**src/rtl/wvtt_pkg.sv**
```systemverilog
// shared types and constants for the streaming webvtt timestamp parser
// no dependencies; used by the interfaces, the parser core and the top level
package wvtt_pkg;

  localparam int HOUR_BITS_DEF = 20;
  localparam int CHAR_W        = 8;
  localparam int TIME_W        = 42;
  localparam int USED_W        = 8;
  localparam int FRAC_W        = 10;
  localparam int SEXA_W        = 6;

  localparam int MS_PER_HOUR   = 3600000;
  localparam int MS_HOUR_W     = 22;
  localparam int MS_PER_MIN    = 60000;
  localparam int MS_PER_SEC    = 1000;
  // minutes, seconds and fraction together stay below one hour of milliseconds
  localparam int MSF_W         = 22;

  // result request handed from the parser core to the time pipeline
  typedef struct packed {
    logic              emit;
    logic              ok;
    logic [SEXA_W-1:0] mins;
    logic [SEXA_W-1:0] secs;
    logic [FRAC_W-1:0] frac;
    logic [USED_W-1:0] used;
  } res_t;

endpackage

```
**src/rtl/wvtt_in_if.sv**
```systemverilog
// character channel: valid/ready handshake carrying one text character
// depends on wvtt_pkg
interface wvtt_in_if import wvtt_pkg::*; ();
  logic              valid;
  logic              ready;
  logic              start_req;
  logic [CHAR_W-1:0] ch;
  logic              last;

  modport source (output valid, output start_req, output ch, output last, input ready);
  modport sink   (input valid, input start_req, input ch, input last, output ready);
endinterface

```
**src/rtl/wvtt_out_if.sv**
```systemverilog
// result channel: valid/ready handshake carrying one parsed timestamp
// depends on wvtt_pkg
interface wvtt_out_if import wvtt_pkg::*; ();
  logic              valid;
  logic              ready;
  logic              valid_res;
  logic [TIME_W-1:0] time_ms;
  logic [USED_W-1:0] chars_used;

  modport source (output valid, output valid_res, output time_ms, output chars_used,
                  input ready);
  modport sink   (input valid, input valid_res, input time_ms, input chars_used,
                  output ready);
endinterface

```
**src/rtl/webvtt_timestamp_parser.sv**
```systemverilog
// webvtt timestamp parser top level: parser core plus a three-register time pipeline
// a result passes registers s1, s2 and out after the transfer of the character deciding it
// throughput: one character per cycle while ready is high; hours multiply shares stage s2
// stages advance independently, so a stalled result does not block an empty pipeline
// reset: synchronous rst returns the parser to idle and empties every stage
// depends on wvtt_pkg, wvtt_in_if, wvtt_out_if and wvtt_parse
module webvtt_timestamp_parser import wvtt_pkg::*; #(
  parameter int HOUR_BITS = HOUR_BITS_DEF
) (
  input  logic        clk,
  input  logic        rst,
  wvtt_in_if.sink     char_in,
  wvtt_out_if.source  res_out
);

  localparam int PROD_W = HOUR_BITS + MS_HOUR_W;

  res_t                 pres;
  logic [HOUR_BITS-1:0] phours;
  logic                 take;

  logic                 s1_valid;
  res_t                 s1_res;
  logic [HOUR_BITS-1:0] s1_hours;

  logic                 s2_valid;
  logic                 s2_ok;
  logic [USED_W-1:0]    s2_used;
  logic [PROD_W-1:0]    s2_hprod;
  logic [MSF_W-1:0]     s2_msf;

  logic                 out_valid;
  logic                 out_ok;
  logic [TIME_W-1:0]    out_time;
  logic [USED_W-1:0]    out_used;

  logic                 load1, load2, load3;

  assign load3 = !out_valid || res_out.ready;
  assign load2 = !s2_valid || load3;
  assign load1 = !s1_valid || load2;
  assign char_in.ready = load1;
  assign take = char_in.valid && load1;

  wvtt_parse #(.HOUR_BITS(HOUR_BITS)) u_parse (
    .clk       (clk),
    .rst       (rst),
    .take      (take),
    .start_req (char_in.start_req),
    .ch        (char_in.ch),
    .last      (char_in.last),
    .res       (pres),
    .hours     (phours)
  );

  always_ff @(posedge clk) begin
    if (rst) begin
      s1_valid  <= 1'b0;
      s2_valid  <= 1'b0;
      out_valid <= 1'b0;
    end else begin
      if (load1) s1_valid <= take && pres.emit;
      if (load2) s2_valid <= s1_valid;
      if (load3) out_valid <= s2_valid;
    end
  end

  always_ff @(posedge clk) begin
    if (load1) begin
      s1_res   <= pres;
      s1_hours <= phours;
    end
    if (load2) begin
      s2_ok    <= s1_res.ok;
      s2_used  <= s1_res.used;
      s2_hprod <= PROD_W'(s1_hours) * PROD_W'(MS_PER_HOUR);
      s2_msf   <= MSF_W'(s1_res.mins) * MSF_W'(MS_PER_MIN)
                + MSF_W'(s1_res.secs) * MSF_W'(MS_PER_SEC)
                + MSF_W'(s1_res.frac);
    end
    if (load3) begin
      out_ok   <= s2_ok;
      out_used <= s2_used;
      out_time <= TIME_W'(s2_hprod) + TIME_W'(s2_msf);
    end
  end

  assign res_out.valid      = out_valid;
  assign res_out.valid_res  = out_ok;
  assign res_out.time_ms    = out_time;
  assign res_out.chars_used = out_used;

  // a malformed parse carries no time into the pipeline
  a_bad_zero: assert property (@(posedge clk) disable iff (rst)
    s2_valid && !s2_ok |-> s2_hprod == '0 && s2_msf == '0)
    else $error("malformed result carries nonzero time");

  // a well formed timestamp needs at least mm:ss.ttt
  a_min_len: assert property (@(posedge clk) disable iff (rst)
    out_valid && out_ok |-> out_used >= USED_W'(9))
    else $error("valid result with too few characters");

  // input stalls only when every stage is full and the output is held
  a_stall_full: assert property (@(posedge clk) disable iff (rst)
    !char_in.ready |-> s1_valid && s2_valid && out_valid && !res_out.ready)
    else $error("input stalled with room in the pipeline");

  // reset empties the pipeline
  a_reset_empty: assert property (@(posedge clk)
    rst |=> !s1_valid && !s2_valid && !out_valid)
    else $error("pipeline not empty after reset");

endmodule

```
**src/rtl/wvtt_parse.sv**
```systemverilog
// parser core: phase machine and digit-group accumulators, one character per transfer
// depends on wvtt_pkg; produces a result request for the time pipeline
module wvtt_parse import wvtt_pkg::*; #(
  parameter int HOUR_BITS = HOUR_BITS_DEF
) (
  input  logic                 clk,
  input  logic                 rst,
  input  logic                 take,
  input  logic                 start_req,
  input  logic [CHAR_W-1:0]    ch,
  input  logic                 last,
  output res_t                 res,
  output logic [HOUR_BITS-1:0] hours
);

  typedef enum logic [7:0] {
    PH_IDLE     = 8'b0000_0001,
    PH_G1       = 8'b0000_0010,
    PH_G2_FIRST = 8'b0000_0100,
    PH_G2       = 8'b0000_1000,
    PH_G3_FIRST = 8'b0001_0000,
    PH_G3       = 8'b0010_0000,
    PH_FR_FIRST = 8'b0100_0000,
    PH_FR       = 8'b1000_0000
  } phase_t;

  localparam logic [CHAR_W-1:0] CH_ZERO  = CHAR_W'(8'h30);
  localparam logic [CHAR_W-1:0] CH_NINE  = CHAR_W'(8'h39);
  localparam logic [CHAR_W-1:0] CH_COLON = CHAR_W'(8'h3a);
  localparam logic [CHAR_W-1:0] CH_DOT   = CHAR_W'(8'h2e);
  localparam logic [HOUR_BITS-1:0] HMAX  = {HOUR_BITS{1'b1}};
  localparam int HW = HOUR_BITS + 4;
  localparam logic [FRAC_W-1:0] SAT7     = 10'd127;
  localparam logic [FRAC_W-1:0] SAT10    = 10'd1023;
  localparam logic [6:0] MAX_SEXA        = 7'd59;

  // decimal accumulate with saturation at maxv
  function automatic logic [FRAC_W-1:0] acc_dec(input logic [FRAC_W-1:0] acc,
                                                input logic [3:0] d,
                                                input logic [FRAC_W-1:0] maxv);
    logic [FRAC_W+3:0] n;
    n = {4'b0, acc} * 14'd10 + {10'b0, d};
    return (n > {4'b0, maxv}) ? maxv : n[FRAC_W-1:0];
  endfunction

  phase_t               phase, phase_next;
  logic [7:0]           group_digits, group_digits_next;
  logic [HOUR_BITS-1:0] first_group, first_group_next;
  logic [6:0]           second_group, second_group_next;
  logic [6:0]           third_group, third_group_next;
  logic [FRAC_W-1:0]    fraction_value, fraction_value_next;
  logic                 hours_mode, hours_mode_next;
  logic [USED_W-1:0]    used_count, used_count_next;

  logic                 dig;
  logic [3:0]           d;
  logic [HW-1:0]        fg_wide;
  logic [HOUR_BITS-1:0] fg_acc;
  logic [7:0]           gd_inc;
  logic [USED_W-1:0]    uc_inc;
  logic                 fail, fin;
  logic                 m_over, s_over, ok;

  assign dig     = (ch >= CH_ZERO) && (ch <= CH_NINE);
  assign d       = dig ? 4'(ch - CH_ZERO) : 4'd0;
  assign fg_wide = HW'(first_group) * HW'(10) + HW'(d);
  assign fg_acc  = (fg_wide > HW'(HMAX)) ? HMAX : fg_wide[HOUR_BITS-1:0];
  assign gd_inc  = (group_digits == 8'hff) ? group_digits : group_digits + 8'd1;
  assign uc_inc  = (used_count == {USED_W{1'b1}}) ? used_count : used_count + USED_W'(1);

  always_comb begin
    phase_next          = phase;
    group_digits_next   = group_digits;
    first_group_next    = first_group;
    second_group_next   = second_group;
    third_group_next    = third_group;
    fraction_value_next = fraction_value;
    hours_mode_next     = hours_mode;
    used_count_next     = used_count;
    fail                = 1'b0;
    fin                 = 1'b0;
    if (start_req) begin
      phase_next          = PH_IDLE;
      group_digits_next   = 8'd0;
      first_group_next    = '0;
      second_group_next   = '0;
      third_group_next    = '0;
      fraction_value_next = '0;
      hours_mode_next     = 1'b0;
      used_count_next     = '0;
      if (!dig) begin
        fail = 1'b1;
      end else begin
        first_group_next  = HOUR_BITS'(d);
        group_digits_next = 8'd1;
        used_count_next   = USED_W'(1);
        phase_next        = PH_G1;
      end
    end else begin
      unique case (phase)
        PH_IDLE: begin
          phase_next = PH_IDLE;
        end
        PH_G1: begin
          if (dig) begin
            first_group_next  = fg_acc;
            group_digits_next = gd_inc;
            used_count_next   = uc_inc;
          end else begin
            hours_mode_next = (group_digits != 8'd2) || (first_group > HOUR_BITS'(MAX_SEXA));
            used_count_next = uc_inc;
            if (ch != CH_COLON) fail = 1'b1;
            else phase_next = PH_G2_FIRST;
          end
        end
        PH_G2_FIRST: begin
          if (!dig) begin
            fail = 1'b1;
          end else begin
            second_group_next = 7'(d);
            group_digits_next = 8'd1;
            used_count_next   = uc_inc;
            phase_next        = PH_G2;
          end
        end
        PH_G2: begin
          if (dig) begin
            second_group_next = 7'(acc_dec(10'(second_group), d, SAT7));
            group_digits_next = gd_inc;
            used_count_next   = uc_inc;
          end else if (group_digits != 8'd2) begin
            fail = 1'b1;
          end else begin
            used_count_next = uc_inc;
            if (ch == CH_COLON) begin
              hours_mode_next = 1'b1;
              phase_next      = PH_G3_FIRST;
            end else if (!hours_mode && ch == CH_DOT) begin
              phase_next = PH_FR_FIRST;
            end else begin
              fail = 1'b1;
            end
          end
        end
        PH_G3_FIRST: begin
          if (!dig) begin
            fail = 1'b1;
          end else begin
            third_group_next  = 7'(d);
            group_digits_next = 8'd1;
            used_count_next   = uc_inc;
            phase_next        = PH_G3;
          end
        end
        PH_G3: begin
          if (dig) begin
            third_group_next  = 7'(acc_dec(10'(third_group), d, SAT7));
            group_digits_next = gd_inc;
            used_count_next   = uc_inc;
          end else if (group_digits != 8'd2) begin
            fail = 1'b1;
          end else begin
            used_count_next = uc_inc;
            if (ch != CH_DOT) fail = 1'b1;
            else phase_next = PH_FR_FIRST;
          end
        end
        PH_FR_FIRST: begin
          if (!dig) begin
            fail = 1'b1;
          end else begin
            fraction_value_next = FRAC_W'(d);
            group_digits_next   = 8'd1;
            used_count_next     = uc_inc;
            phase_next          = PH_FR;
          end
        end
        PH_FR: begin
          if (!dig) begin
            fin = 1'b1;
          end else begin
            fraction_value_next = acc_dec(fraction_value, d, SAT10);
            group_digits_next   = gd_inc;
            used_count_next     = uc_inc;
          end
        end
        default: begin
          phase_next = PH_IDLE;
        end
      endcase
    end
    // end of text closes any open parse
    if (!fail && !fin && last && phase_next != PH_IDLE) begin
      if (phase_next == PH_FR) fin = 1'b1;
      else fail = 1'b1;
    end
  end

  // judge the finished parse on the updated groups
  always_comb begin
    m_over = hours_mode_next ? (second_group_next > MAX_SEXA)
                             : (first_group_next > HOUR_BITS'(MAX_SEXA));
    s_over = hours_mode_next ? (third_group_next > MAX_SEXA)
                             : (second_group_next > MAX_SEXA);
    ok     = fin && (group_digits_next == 8'd3) && !m_over && !s_over;
    res.emit = fail || fin;
    res.ok   = ok;
    res.used = used_count_next;
    res.mins = !ok ? '0 : (hours_mode_next ? second_group_next[SEXA_W-1:0]
                                           : first_group_next[SEXA_W-1:0]);
    res.secs = !ok ? '0 : (hours_mode_next ? third_group_next[SEXA_W-1:0]
                                           : second_group_next[SEXA_W-1:0]);
    res.frac = ok ? fraction_value_next : '0;
    hours    = (ok && hours_mode_next) ? first_group_next : '0;
  end

  always_ff @(posedge clk) begin
    if (rst) begin
      phase          <= PH_IDLE;
      group_digits   <= 8'd0;
      first_group    <= '0;
      second_group   <= '0;
      third_group    <= '0;
      fraction_value <= '0;
      hours_mode     <= 1'b0;
      used_count     <= '0;
    end else if (take) begin
      phase          <= res.emit ? PH_IDLE : phase_next;
      group_digits   <= group_digits_next;
      first_group    <= first_group_next;
      second_group   <= second_group_next;
      third_group    <= third_group_next;
      fraction_value <= fraction_value_next;
      hours_mode     <= hours_mode_next;
      used_count     <= used_count_next;
    end
  end

endmodule

```
**src/flat_wrapper.sv**
```systemverilog
// flat-port wrapper written by rule: the top's interface ports become plain ports
module webvtt_timestamp_parser_flat import wvtt_pkg::*;
#(
  parameter int HOUR_BITS = HOUR_BITS_DEF
)
  (clk, rst, char_in_valid, char_in_start_req, char_in_ch, char_in_last, char_in_ready, res_out_valid, res_out_valid_res, res_out_time_ms, res_out_chars_used, res_out_ready);
  wvtt_in_if char_in_i ();
  wvtt_out_if res_out_i ();
  input  logic clk;
  input  logic rst;
  input wire logic [$bits(char_in_i.valid)-1:0] char_in_valid;
  input wire logic [$bits(char_in_i.start_req)-1:0] char_in_start_req;
  input wire logic [$bits(char_in_i.ch)-1:0] char_in_ch;
  input wire logic [$bits(char_in_i.last)-1:0] char_in_last;
  output wire logic [$bits(char_in_i.ready)-1:0] char_in_ready;
  output wire logic [$bits(res_out_i.valid)-1:0] res_out_valid;
  output wire logic [$bits(res_out_i.valid_res)-1:0] res_out_valid_res;
  output wire logic [$bits(res_out_i.time_ms)-1:0] res_out_time_ms;
  output wire logic [$bits(res_out_i.chars_used)-1:0] res_out_chars_used;
  input wire logic [$bits(res_out_i.ready)-1:0] res_out_ready;
  assign char_in_i.valid = char_in_valid;
  assign char_in_i.start_req = char_in_start_req;
  assign char_in_i.ch = char_in_ch;
  assign char_in_i.last = char_in_last;
  assign char_in_ready = char_in_i.ready;
  assign res_out_valid = res_out_i.valid;
  assign res_out_valid_res = res_out_i.valid_res;
  assign res_out_time_ms = res_out_i.time_ms;
  assign res_out_chars_used = res_out_i.chars_used;
  assign res_out_i.ready = res_out_ready;
  webvtt_timestamp_parser #(.HOUR_BITS(HOUR_BITS)) u_core (.clk(clk), .rst(rst), .char_in(char_in_i), .res_out(res_out_i));
endmodule
```
**config.mk**
```make
export PLATFORM = sky130hd
export DESIGN_NAME = webvtt_timestamp_parser_flat
export DESIGN_NICKNAME = d
export VERILOG_FILES = /design/src/rtl/wvtt_pkg.sv /design/src/rtl/wvtt_in_if.sv /design/src/rtl/wvtt_out_if.sv /design/src/rtl/webvtt_timestamp_parser.sv /design/src/rtl/wvtt_parse.sv /design/src/flat_wrapper.sv
export SDC_FILE = /design/constraint.sdc
export NUM_CORES = 1
export LEC_CHECK = 0
export BUFFER_PORTS_ARGS = -buffer_cell sky130_fd_sc_hd__buf_2
export CAP_MARGIN = 15
export CORE_AREA = 5 5 209 291
export DETAILED_ROUTE_END_ITERATION = 16
export DIE_AREA = 0 0 214 296
export MAX_ROUTING_LAYER = met4
export RECOVER_POWER = 25
export SLEW_MARGIN = 20
export SYNTH_ARGS = -nofsm -noshare
export SYNTH_HDL_FRONTEND = slang
export SYNTH_SLANG_ARGS = --single-unit
```
**constraint.sdc**
```tcl
create_clock -name clk -period 5.5 [get_ports clk]
set_input_delay 0.55 -clock clk [delete_from_list [all_inputs] [get_ports clk]]
set_output_delay 0.55 -clock clk [all_outputs]
set_load 0.02 [all_outputs]
```
==> results of run 1 <==
## cells by family (layout without fill, tap and decap cells)
kind of cell / Yosys count / count (layout)
AOI/OAI and AO/OA: 518 / 518
xor gates and xnor gates: 138 / 138
adders and majority gates: 504 / 504
buffers and inverters: 353 / 642
DFF: 240 / 240
muxes: 11 / 11
and+or+nand+nor: 626 / 626
## per-stage QoR
step                      total power, mW  setup slack, ns
after floorplan                      2.09           -0.163
after global placement               2.14           -0.459
after detailed placement             2.15           -0.550
after CTS                            3.96           -0.433
after global routing                 4.05           -0.590
final                                3.91           -0.401
## layout make-up
type	instances	area, um^2	area share
Clock inverter	11	106	0.00382
Tap cell	742	928	0.0334
Clock buffer	39	772	0.0277
Inverter	292	1100	0.0395
Multi-Input combinational cell	1797	16300	0.587
Timing Repair Buffer	300	2100	0.0755
Sequential cell	240	6490	0.233
## critical path, cell delays in order, from the launching register on
cell and delay, ns:
sky130_fd_sc_hd__edfxtp_1 0.41, sky130_fd_sc_hd__buf_4 0.19, sky130_fd_sc_hd__buf_4 0.14, sky130_fd_sc_hd__fa_2 0.46, sky130_fd_sc_hd__fa_1 0.43, sky130_fd_sc_hd__fa_1 0.58, sky130_fd_sc_hd__fa_2 0.44, sky130_fd_sc_hd__fa_2 0.56
sky130_fd_sc_hd__fa_2 0.46, sky130_fd_sc_hd__ha_4 0.17, sky130_fd_sc_hd__a21o_1 0.17, sky130_fd_sc_hd__a21o_1 0.18, sky130_fd_sc_hd__a21oi_2 0.15, sky130_fd_sc_hd__nand2b_4 0.14, sky130_fd_sc_hd__o211ai_1 0.13, sky130_fd_sc_hd__nand4_1 0.19
sky130_fd_sc_hd__a311oi_2 0.13, sky130_fd_sc_hd__o21a_1 0.20, sky130_fd_sc_hd__o21a_1 0.20, sky130_fd_sc_hd__a311o_1 0.32
## power by group through the flow
stage	clock [mW]	combinational (mW)	sequential, mW
after detailed placement	0	0.169	1.98
final	1.80	0.168	1.94
after CTS	1.85	0.169	1.94
after global routing	1.92	0.184	1.94
after floorplan	0	0.104	1.98
after global placement	0	0.166	1.98
## layer usage
layer  routed length (um)  up-vias  global-route usage  part of all wire
met3                 1940      136              0.0149             0.032
met5                    0        -                   -                 0
li1                     -     8914                   -                 -
met4                 2570        0              0.0764             0.043
met2                31200      394               0.358              0.52
met1                24000     8927               0.214              0.40
## registers in the layout (all words and copies together), names as in the netlist, 10 cells and up
signal and flops:
u_core.u_parse.fraction_value 10, u_core.s2_hprod 35, u_core.u_parse.first_group 20, u_core.s1_hours 20, u_core.res_out.time_ms 42, u_core.s2_msf 22
u_core.s1_res 31
## layout by cell type (no fill, tap or decap), types with 46 or more instances in the layout
cell type / instances
sky130_fd_sc_hd__nor2_1: 233
sky130_fd_sc_hd__ha_1: 281
sky130_fd_sc_hd__clkbuf_1: 64
sky130_fd_sc_hd__a21o_1: 51
sky130_fd_sc_hd__xor2_1: 46
sky130_fd_sc_hd__xnor2_1: 87
sky130_fd_sc_hd__inv_1: 272
sky130_fd_sc_hd__nor3_1: 57
sky130_fd_sc_hd__nand2_1: 126
sky130_fd_sc_hd__o21ai_0: 71
sky130_fd_sc_hd__dfxtp_1: 72
sky130_fd_sc_hd__edfxtp_1: 168
sky130_fd_sc_hd__a21oi_1: 141
sky130_fd_sc_hd__buf_4: 209
sky130_fd_sc_hd__fa_1: 177
## repair_timing
item,4_1_cts,5_1_grt
pin swaps,38,89
setup endpoints to repair,13,24
resized for setup,37,87
gates cloned,0,0
setup buffers,16,25
## worst paths after layout
check | start | endpoint | slack (ns)
hold reg to reg | u_core.s1_res[10]$_SDFFCE_PN0N_ | u_core.s2_msf[2]$_DFFE_PP_ | 0.42
hold / removal | char_in_valid | u_core.s1_valid$_SDFFE_PP0N_ | 0.37
setup / recovery | u_core.s1_hours[7]$_SDFFCE_PN0N_ | u_core.s2_hprod[41]$_DFFE_PP_ | -0.40
setup reg to reg | u_core.s1_hours[7]$_SDFFCE_PN0N_ | u_core.s2_hprod[41]$_DFFE_PP_ | -0.40
==> reports/results.txt, run 1 <==
Share of total power in the clock network: 0.460
Number of buffers inserted by port buffering: 66
Detail-routed net length per standard cell: 17.5 um
Core Region: 57,600 um^2
Leakage power of the design: 13.6 nW
Num Clock Sinks: 240
CP Launch Type: flip-flop
FILL cells: 5,349
GRT Residual Overflow: 0
Post-route cell area: 27,800 um^2
Iteration-0 DRC count of the detailed router: 927
Worst clock skew: 0.0225 ns
Fraction of synthesized cell area taken by the top area cell type: 0.215
Post-synthesis async set-or-reset flop share: 0
Timing-limited maximum frequency: 169 MHz
Run status: finished with violations
Pin count of the biggest net entering global routing: 84
Dominant register cell in the synthesized netlist: sky130_fd_sc_hd__edfxtp_1
Synthesized instance count: 2,390
Number of flip-flops and latches in the synthesized netlist: 240
Vias in the first global route: 19,186
Area fraction in compound gates after synthesis: 0.149
Syn Std Cell Area: 23,400 um^2
Post-Layout Cell Count: 3,421
Share of final-layout standard cells stronger than drive strength 1: 0.169
Setup repair after global routing missed its margin: true
Commonest cells in the synthesized netlist: sky130_fd_sc_hd__ha_1, sky130_fd_sc_hd__inv_1, sky130_fd_sc_hd__nor2_1
CTS clk-pin slew, worst paths: 0.07 ns
Critical-path maximum fanout: 4
CP required: 5.81 ns
Detailed Route WL: 59,700 um
Net switching fraction of the power: 0.229
Relative contribution of sequential cells to total power: 0.497
Latest clock arrival within the worst-skew pair: 0.57 ns
Vias per std cell: 5.37
Most frequent cell after synthesis: sky130_fd_sc_hd__ha_1
Detailed Place HPWL: 48,200 um
Remaining design rule violation count: 0
Xor-xnor portion of the synthesized cell area: 0.0519
Count of hold-fix buffers inserted at cts: 0
Internal power: 3.01 mW
Count of flip-flops with a built-in enable after synthesis: 168
Routability-driven placement congestion ratio: 0.931
Overall die area: 63,300 um^2
Arrival time of data at the critical path endpoint: 6.21 ns
Height of the die: 296 um
Setup TNS: -1.55 ns
Hold Crit Depth: 3
Growth of design area from synthesis to finish: 18.7%
Peak supply drop: 0.202 mV
Portion of the post-synthesis area used by sequential elements: 0.277
Total of warnings raised by yosys: 0
Proportion of power drawn by combinational gates: 0.043
Overall die width: 214 um
Cell at the root of the clock tree: sky130_fd_sc_hd__clkbuf_16
Synth area leaders: sky130_fd_sc_hd__edfxtp_1, sky130_fd_sc_hd__ha_1, sky130_fd_sc_hd__fa_1, sky130_fd_sc_hd__dfxtp_1, sky130_fd_sc_hd__inv_1
Core Rows: 104
Final period util: 1.07
Utilization of the core after routing: 0.483
CTS tree: done
Worst-case clock buffer depth: 3
Number of H-tree levels: 1
Sort of element at the end of the critical path: flip-flop
CP Class: flip-flop to flip-flop
Final layout net count: 3,176
Simple-gate share of the synthesized area: 0.129
Post-detailed-placement cell area: 26,200 um^2
CTS buffer count: 27
Net count after synthesis: 2,908
Combinational family with the most area after synthesis: adder cells
Worst hold path class: primary input to flip-flop
Total placed cells including tap cells: 3,333
Effective utilization at floorplan: 0.407
Ant diodes: 0
Fraction of synthesized area in multiplexers: 0.00598
I/O pin total: 67
Final Hold Viols: 0
Number of slew-limit violations in the final report: 52
Areal power density over the cells: 140 nW/um^2
Violated checks: capacitance limit, slew limit, setup timing
Final critical-path setup slack: -0.401 ns
Cell accounting for the most synthesized area: sky130_fd_sc_hd__edfxtp_1
Global router's overall resource usage: 0.192
Worst relative slew slack: -1.00
Mean instance size in the synthesized netlist: 9.81 um^2
DR vias: 18,371
Antenna violations before repair: 0
Detailed-router iteration count before antenna repair: 5
Number of different library cells in the post-synthesis netlist: 97
Register-to-Register Path Depth: 19
Transition time of the tightest slew-check pin: 3.00 ns
Post-route minimum period: 5.90 ns
Final-report setup violation count: 8
Antenna-violating nets left: 0
Net Sw Power: 0.894 mW
Adder-cell share of the synthesized area: 0.331
Max Cap Viol: 1
First-pass GRT wire length: 97,600 um
Final hold slack: 0.371 ns
Note: power is estimated with default switching activity, not from simulation.
==> run 2, diff against run 1 <==
Settings changed: SETUP_SLACK_MARGIN set to 0.5, SKIP_LAST_GASP set to 1.
==> reports/results.txt, run 2 (same netlist as run 1, synthesis figures left out) <==
Post-route cell area: 28,200 um^2 (+1.3%)
Number of buffers inserted by port buffering: 66 (unchanged)
Antenna-violating nets left: 0 (unchanged)
Max Cap Viol: 0 (-1)
Vias per std cell: 5.35 (-0.29%)
Peak supply drop: 0.178 mV (-12%)
CTS buffer count: 27 (unchanged)
Core Region: 57,600 um^2 (unchanged)
Share of total power in the clock network: 0.460 (about the same)
Worst clock skew: 0.0346 ns (+0.0121 ns)
CP Class: flip-flop to flip-flop
First-pass GRT wire length: 98,000 um (+0.34%)
Max reg flops: 42 (unchanged)
Antenna violations before repair: 0 (unchanged)
Remaining design rule violation count: 0 (unchanged)
CP required: 5.80 ns (about the same)
Final hold slack: 0.361 ns (-0.0106 ns)
Number of H-tree levels: 1 (unchanged)
Commonest non-fill, non-tap cell in the layout: sky130_fd_sc_hd__ha_1
Core Rows: 104 (unchanged)
Final period util: 1.07 (-0.00504)
Final layout net count: 3,181 (+0.16%)
CP Launch Type: flip-flop
Timing-limited maximum frequency: 170 MHz (+0.47%)
Run status: finished with violations
Detailed Place HPWL: 47,600 um (-1.3%)
Internal power: 2.98 mW (-0.97%)
Relative contribution of sequential cells to total power: 0.497 (about the same)
Critical-path maximum fanout: 3 (-1)
Overall die area: 63,300 um^2 (unchanged)
Pin count of the biggest net entering global routing: 73 (-13%)
Share of final-layout standard cells stronger than drive strength 1: 0.206 (+0.0369)
Transition time of the tightest slew-check pin: 0.916 ns (-2.09 ns)
Commonest non-fill, non-tap cells in the layout: sky130_fd_sc_hd__ha_1, sky130_fd_sc_hd__inv_1, sky130_fd_sc_hd__nor2_1
Global router's overall resource usage: 0.192 (+0.000303)
GRT Residual Overflow: 0 (unchanged)
Final-report setup violation count: 15 (+7)
Areal power density over the cells: 139 nW/um^2 (-1.4%)
Detail-routed net length per standard cell: 17.5 um (+0.23%)
Number of slew-limit violations in the final report: 0 (-100%)
Detailed Route WL: 60,000 um (+0.38%)
Flip-flop and latch area: 6490 um^2 (about the same)
Setup TNS: -3.56 ns (-2.01 ns)
FF-to-FF setup slack: -0.37 ns (+0.03 ns)
Post-detailed-placement cell area: 26,000 um^2 (-0.41%)
Setup repair after global routing missed its margin: true
Net Sw Power: 0.918 mW (+2.7%)
Routability-driven placement congestion ratio: 0.941 (+1.0%)
Worst hold path class: primary input to flip-flop
Post-Place Setup Slack: -0.537 ns (+0.0126 ns)
Effective utilization at floorplan: 0.407 (unchanged)
Vias in the first global route: 19,113 (-0.38%)
Net switching fraction of the power: 0.235 (+0.00647)
Growth of design area from synthesis to finish: 20.2%
Latest clock arrival within the worst-skew pair: 0.57 ns (about the same)
Height of the die: 296 um (unchanged)
DR vias: 18,345 (-0.14%)
Final critical-path setup slack: -0.374 ns (+0.0277 ns)
Count of hold-fix buffers inserted at cts: 0 (unchanged)
Ant diodes: 0 (unchanged)
Detailed-router iteration count before antenna repair: 5 (unchanged)
Arrival time of data at the critical path endpoint: 6.18 ns (-0.03 ns)
Cell at the root of the clock tree: sky130_fd_sc_hd__clkbuf_16
I/O pin total: 67 (unchanged)
Sort of element at the end of the critical path: flip-flop
Worst relative slew slack: 0.389 (+1.39)
Violated checks: setup timing
CTS clk-pin slew, worst paths: 0.07 ns (about the same)
FILL cells: 5,290 (-1.1%)
Iteration-0 DRC count of the detailed router: 751 (-19%)
Post-Layout Cell Count: 3,426 (+0.15%)
Leakage power of the design: 13.9 nW (+2.2%)
Total placed cells including tap cells: 3,311 (-0.66%)
Overall die width: 214 um (unchanged)
Proportion of power drawn by combinational gates: 0.043 (about the same)
Post-route minimum period: 5.87 ns (-0.0277 ns)
Multi-input combinational cell area: 16,600 um^2 (+1.4%)
Final Hold Viols: 0 (unchanged)
Num Clock Sinks: 240 (unchanged)
Worst-case clock buffer depth: 3 (unchanged)
CTS tree: done
run 2: cell count changes in the layout (fill, tap and decap cells not counted), sizes merged:
cell and change:
clkinv +1, a21oi +1, buf +60, clkbuf -62, clkinvlp +4, inv +1
run 2: worst paths after layout:
path / start / end / cells past startpoint
max reg2reg: u_core.s1_hours[9]$_SDFFCE_PN0N_ / u_core.s2_hprod[41]$_DFFE_PP_ / 21
min reg2reg: u_core.s2_used[4]$_DFFE_PP_ / u_core.res_out.chars_used[4]$_DFFE_PP_ / 0
max: u_core.s1_hours[9]$_SDFFCE_PN0N_ / u_core.s2_hprod[41]$_DFFE_PP_ / 21
min: char_in_valid / u_core.s1_valid$_SDFFE_PP0N_ / 3
run 2: per-stage QoR:
stage	utilization	power [mW]
2_1_floorplan	-	2.09
3_3_place_gp	0.452	2.14
3_5_place_dp	0.452	2.15
4_1_cts	0.479	3.96
5_1_grt	0.489	4.05
6_report	0.489	3.90
run 2: critical path, cell delays in order (launching register included):
cell and delay, ns:
sky130_fd_sc_hd__edfxtp_1 0.48, sky130_fd_sc_hd__buf_6 0.18, sky130_fd_sc_hd__fa_1 0.49, sky130_fd_sc_hd__fa_2 0.44, sky130_fd_sc_hd__fa_1 0.50, sky130_fd_sc_hd__inv_2 0.04, sky130_fd_sc_hd__fa_1 0.47, sky130_fd_sc_hd__inv_1 0.05
sky130_fd_sc_hd__fa_1 0.50, sky130_fd_sc_hd__fa_1 0.46, sky130_fd_sc_hd__ha_4 0.30, sky130_fd_sc_hd__a21o_1 0.10, sky130_fd_sc_hd__a21o_1 0.13, sky130_fd_sc_hd__a21oi_2 0.07, sky130_fd_sc_hd__nand2b_4 0.14, sky130_fd_sc_hd__o211ai_1 0.15
sky130_fd_sc_hd__nand4_1 0.20, sky130_fd_sc_hd__a311oi_2 0.28, sky130_fd_sc_hd__o21a_1 0.16, sky130_fd_sc_hd__o21a_1 0.17, sky130_fd_sc_hd__nor4_2 0.06, sky130_fd_sc_hd__a311o_1 0.27
run 2: layout make-up:
cell class | instances | area share
Inverter | 292 | 0.0390
Tap cell | 742 | 0.0329
Timing Repair Buffer | 304 | 0.0791
Clock inverter | 17 | 0.00502
Multi-Input combinational cell | 1798 | 0.588
Clock buffer | 33 | 0.0259
Sequential cell | 240 | 0.230
run 2: power by group through the flow:
stage          Clock (mW)  Sequential (mW)  Combinational [mW]
2_1_floorplan           0             1.98               0.104
3_3_place_gp            0             1.98               0.164
3_5_place_dp            0             1.98               0.168
4_1_cts              1.85             1.94               0.168
5_1_grt              1.92             1.94               0.185
6_report             1.79             1.94               0.169
run 2: what timing repair did:
action                                  4_1_cts  5_1_grt
endpoints found under the setup margin       43       54
buffers inserted                             38       26
resized for setup                            72       83
pin swaps                                    69       68
cloned                                        1        0
run 2: routing by layer:
metal	part of all wire	routed length, um	global-route usage	up-vias
met5	0	0	-	-
met3	0.029	1730	0.0150	87
met1	0.41	24400	0.218	8980
met4	0.026	1560	0.0550	0
met2	0.54	32200	0.365	332
li1	-	-	-	8946
==> run 3, diff against run 2 <==
==> constraint.sdc (replaced) <==
create_clock -name clk -period 5.5 [get_ports clk]
set_input_delay 0.275 -clock clk [delete_from_list [all_inputs] [get_ports clk]]
set_output_delay 0.275 -clock clk [all_outputs]
set_load 0.02 [all_outputs]
==> reports/results.txt, run 3 (same netlist as run 1, synthesis figures left out) <==
Antenna violations before repair: 0 (unchanged)
Remaining design rule violation count: 0 (unchanged)
Count of buffer and inverter cells on the critical path: 5 (+2)
Max stage delay cell, worst path: sky130_fd_sc_hd__fa_1
I/O pin total: 67 (unchanged)
Peak supply drop: 0.199 mV (+12%)
Number of slew-limit violations in the final report: 0 (unchanged)
Iteration-0 DRC count of the detailed router: 821 (+9.3%)
Critical-path maximum fanout: 5 (+2)
Vias per std cell: 5.34 (-0.30%)
Commonest non-fill, non-tap cell in the layout: sky130_fd_sc_hd__ha_1
Post-route cell area: 28,400 um^2 (+0.73%)
Hold Crit Depth: 3 (unchanged)
Setup repair after global routing missed its margin: true
Routability-driven placement congestion ratio: 0.932 (-0.97%)
Height of the die: 296 um (unchanged)
Post-Layout Cell Count: 3,427 (+0.029%)
Max Cap Viol: 0 (unchanged)
Post-Place Setup Slack: -0.546 ns (-0.00912 ns)
Largest delay share family, worst path: adder cells
CTS buffer count: 27 (unchanged)
FF-to-FF setup slack: -0.43 ns (-0.06 ns)
Effective utilization at floorplan: 0.407 (unchanged)
Sort of element at the end of the critical path: flip-flop
Worst clock skew: 0.0236 ns (-0.0109 ns)
Post-route total power: 3.98 mW (+1.9%)
Core Region: 57,600 um^2 (unchanged)
Vias in the first global route: 19,193 (+0.42%)
Overall die area: 63,300 um^2 (unchanged)
First-pass GRT wire length: 98,900 um (+0.95%)
Final critical-path setup slack: -0.433 ns (-0.0593 ns)
Detail-routed net length per standard cell: 17.7 um (+1.1%)
Cell at the root of the clock tree: sky130_fd_sc_hd__clkbuf_16
Final Hold Viols: 0 (unchanged)
Detailed Place HPWL: 48,200 um (+1.3%)
CP required: 5.83 ns (+0.03 ns)
Crit Reg-Reg Startpoint: u_core.s1_hours[2]$_SDFFCE_PN0N_
Post-detailed-placement cell area: 26,000 um^2 (-0.17%)
Worst-case clock buffer depth: 3 (unchanged)
Worst hold path class: primary input to flip-flop
Total placed cells including tap cells: 3,305 (-0.18%)
CTS tree: done
Core Rows: 104 (unchanged)
Timing-limited maximum frequency: 169 MHz (-1.0%)
Areal power density over the cells: 140 nW/um^2 (+1.1%)
Critical Path Most Common Cell: sky130_fd_sc_hd__fa_1
Final hold slack: 0.0841 ns (-0.277 ns)
Global router's overall resource usage: 0.195 (+0.00309)
Ant diodes: 0 (unchanged)
Final period util: 1.08 (+0.0108)
Worst-case hold path end point: u_core.s1_valid$_SDFFE_PP0N_
DR vias: 18,296 (-0.27%)
Share of final-layout standard cells stronger than drive strength 1: 0.212 (+0.00588)
Commonest non-fill, non-tap cells in the layout: sky130_fd_sc_hd__ha_1, sky130_fd_sc_hd__inv_1, sky130_fd_sc_hd__nor2_1
Number of buffers inserted by port buffering: 66 (unchanged)
Num Clock Sinks: 240 (unchanged)
Post-route minimum period: 5.93 ns (+0.0593 ns)
Latest clock arrival within the worst-skew pair: 0.58 ns (about the same)
Number of H-tree levels: 1 (unchanged)
CP Launch Type: flip-flop
Pin count of the biggest net entering global routing: 73 (unchanged)
Final layout net count: 3,182 (+0.031%)
Run status: finished with violations
Overall die width: 214 um (unchanged)
Detailed-router iteration count before antenna repair: 5 (unchanged)
Final-report setup violation count: 8 (-7)
Max reg flops: 42 (unchanged)
Violated checks: setup timing
Transition time of the tightest slew-check pin: 0.990 ns (+0.0739 ns)
Worst relative slew slack: 0.331 (-0.0580)
Crit path largest cell delay: 0.55 ns (+0.05 ns)
CP Class: flip-flop to flip-flop
Arrival time of data at the critical path endpoint: 6.26 ns (+0.08 ns)
Detailed Route WL: 60,600 um (+1.1%)
Register-to-Register Path Depth: 22 (+4.8%)
Antenna-violating nets left: 0 (unchanged)
Growth of design area from synthesis to finish: 21.1%
GRT Residual Overflow: 0 (unchanged)
Critical path, cell by cell: buf_6 -> buf_6 -> fa_1 -> ha_2 -> fa_1 -> inv_2 -> fa_1 -> fa_1 -> inv_1 -> fa_1 -> ha_4 -> a21o_1 -> a21o_1 -> a21o_1 -> a31oi_2 -> o211ai_1 -> nand4_1 -> a311oi_2 -> o21a_1 -> o21a_1 -> buf_4 -> a311o_1
End of the worst register-to-register path: u_core.s2_hprod[41]$_DFFE_PP_
CTS clk-pin slew, worst paths: 0.08 ns (about the same)
Leakage power of the design: 13.9 nW (about the same)
Hold path start: char_in_valid
[run 3: changes by cell type in the layout (fill, tap and decap cells not counted), moves of 4 or more]
cell and delta:
sky130_fd_sc_hd__ha_4 +4, sky130_fd_sc_hd__a21oi_4 +5, sky130_fd_sc_hd__a21oi_2 -9, sky130_fd_sc_hd__fa_2 +9
sky130_fd_sc_hd__inv_4 +4, sky130_fd_sc_hd__buf_4 -9, sky130_fd_sc_hd__buf_6 +12, sky130_fd_sc_hd__fa_1 -9
[run 3: cell type report]
type | count | area, um^2
inverter | 292 | 1100
timing repair buffer | 306 | 2290
sequential | 240 | 6490
fill | 5272 | 29300
clock inverter | 12 | 121
multi-input combinational | 1797 | 16700
tap | 742 | 928
clock buffer | 38 | 790
[run 3: metrics by stage]
step / util / setup TNS (ns)
2_1_floorplan: - / -0.166
3_3_place_gp: 0.451 / -1.91
3_5_place_dp: 0.451 / -2.28
4_1_cts: 0.481 / -1.37
5_1_grt: 0.492 / -3.88
6_report: 0.492 / -1.63
[run 3: power by group]
| part | switching [mW] | internal [mW] |
|---|---|---|
| logic | 0.113 | 0.0552 |
| clock network | 0.807 | 1.06 |
| registers | 0.0129 | 1.93 |
| total | 0.933 | 3.04 |
[run 3: worst max path at each step]
stage | startpoint | endpoint | slack (ns) | cells past startpoint
CTS | u_core.s1_hours[5]$_SDFFCE_PN0N_ | u_core.s2_hprod[41]$_DFFE_PP_ | -0.39 | 22
global route | u_core.s1_hours[2]$_SDFFCE_PN0N_ | u_core.s2_hprod[41]$_DFFE_PP_ | -0.64 | 22
detailed placement | u_core.s1_hours[9]$_SDFFCE_PN0N_ | u_core.s2_hprod[41]$_DFFE_PP_ | -0.55 | 19
global placement | u_core.s1_hours[8]$_SDFFCE_PN0N_ | u_core.s2_hprod[41]$_DFFE_PP_ | -0.49 | 18
floorplan | u_core.s1_hours[2]$_SDFFCE_PN0N_ | u_core.s2_hprod[41]$_DFFE_PP_ | -0.16 | 22
finish | u_core.s1_hours[2]$_SDFFCE_PN0N_ | u_core.s2_hprod[41]$_DFFE_PP_ | -0.43 | 22
[run 3: what timing repair did]
| item | CTS | global route |
|---|---|---|
| buffers inserted | 41 | 31 |
| endpoints found under the setup margin | 49 | 53 |
| pin swaps | 81 | 85 |
| hold buffers | 0 | 0 |
| gates resized for setup | 93 | 101 |
[run 3: worst min-delay path, stage by stage]
cell and delay, ns:
sky130_fd_sc_hd__buf_2 0.15, sky130_fd_sc_hd__nand2_1 0.11, sky130_fd_sc_hd__a21oi_1 0.07
[run 3: per-layer routing]
metal | vias to the layer above | GRT usage | part of all wire
met5 | - | - | 0
met4 | 0 | 0.0610 | 0.029
met3 | 104 | 0.0162 | 0.029
met2 | 338 | 0.369 | 0.54
met1 | 8904 | 0.219 | 0.41
li1 | 8950 | - | -
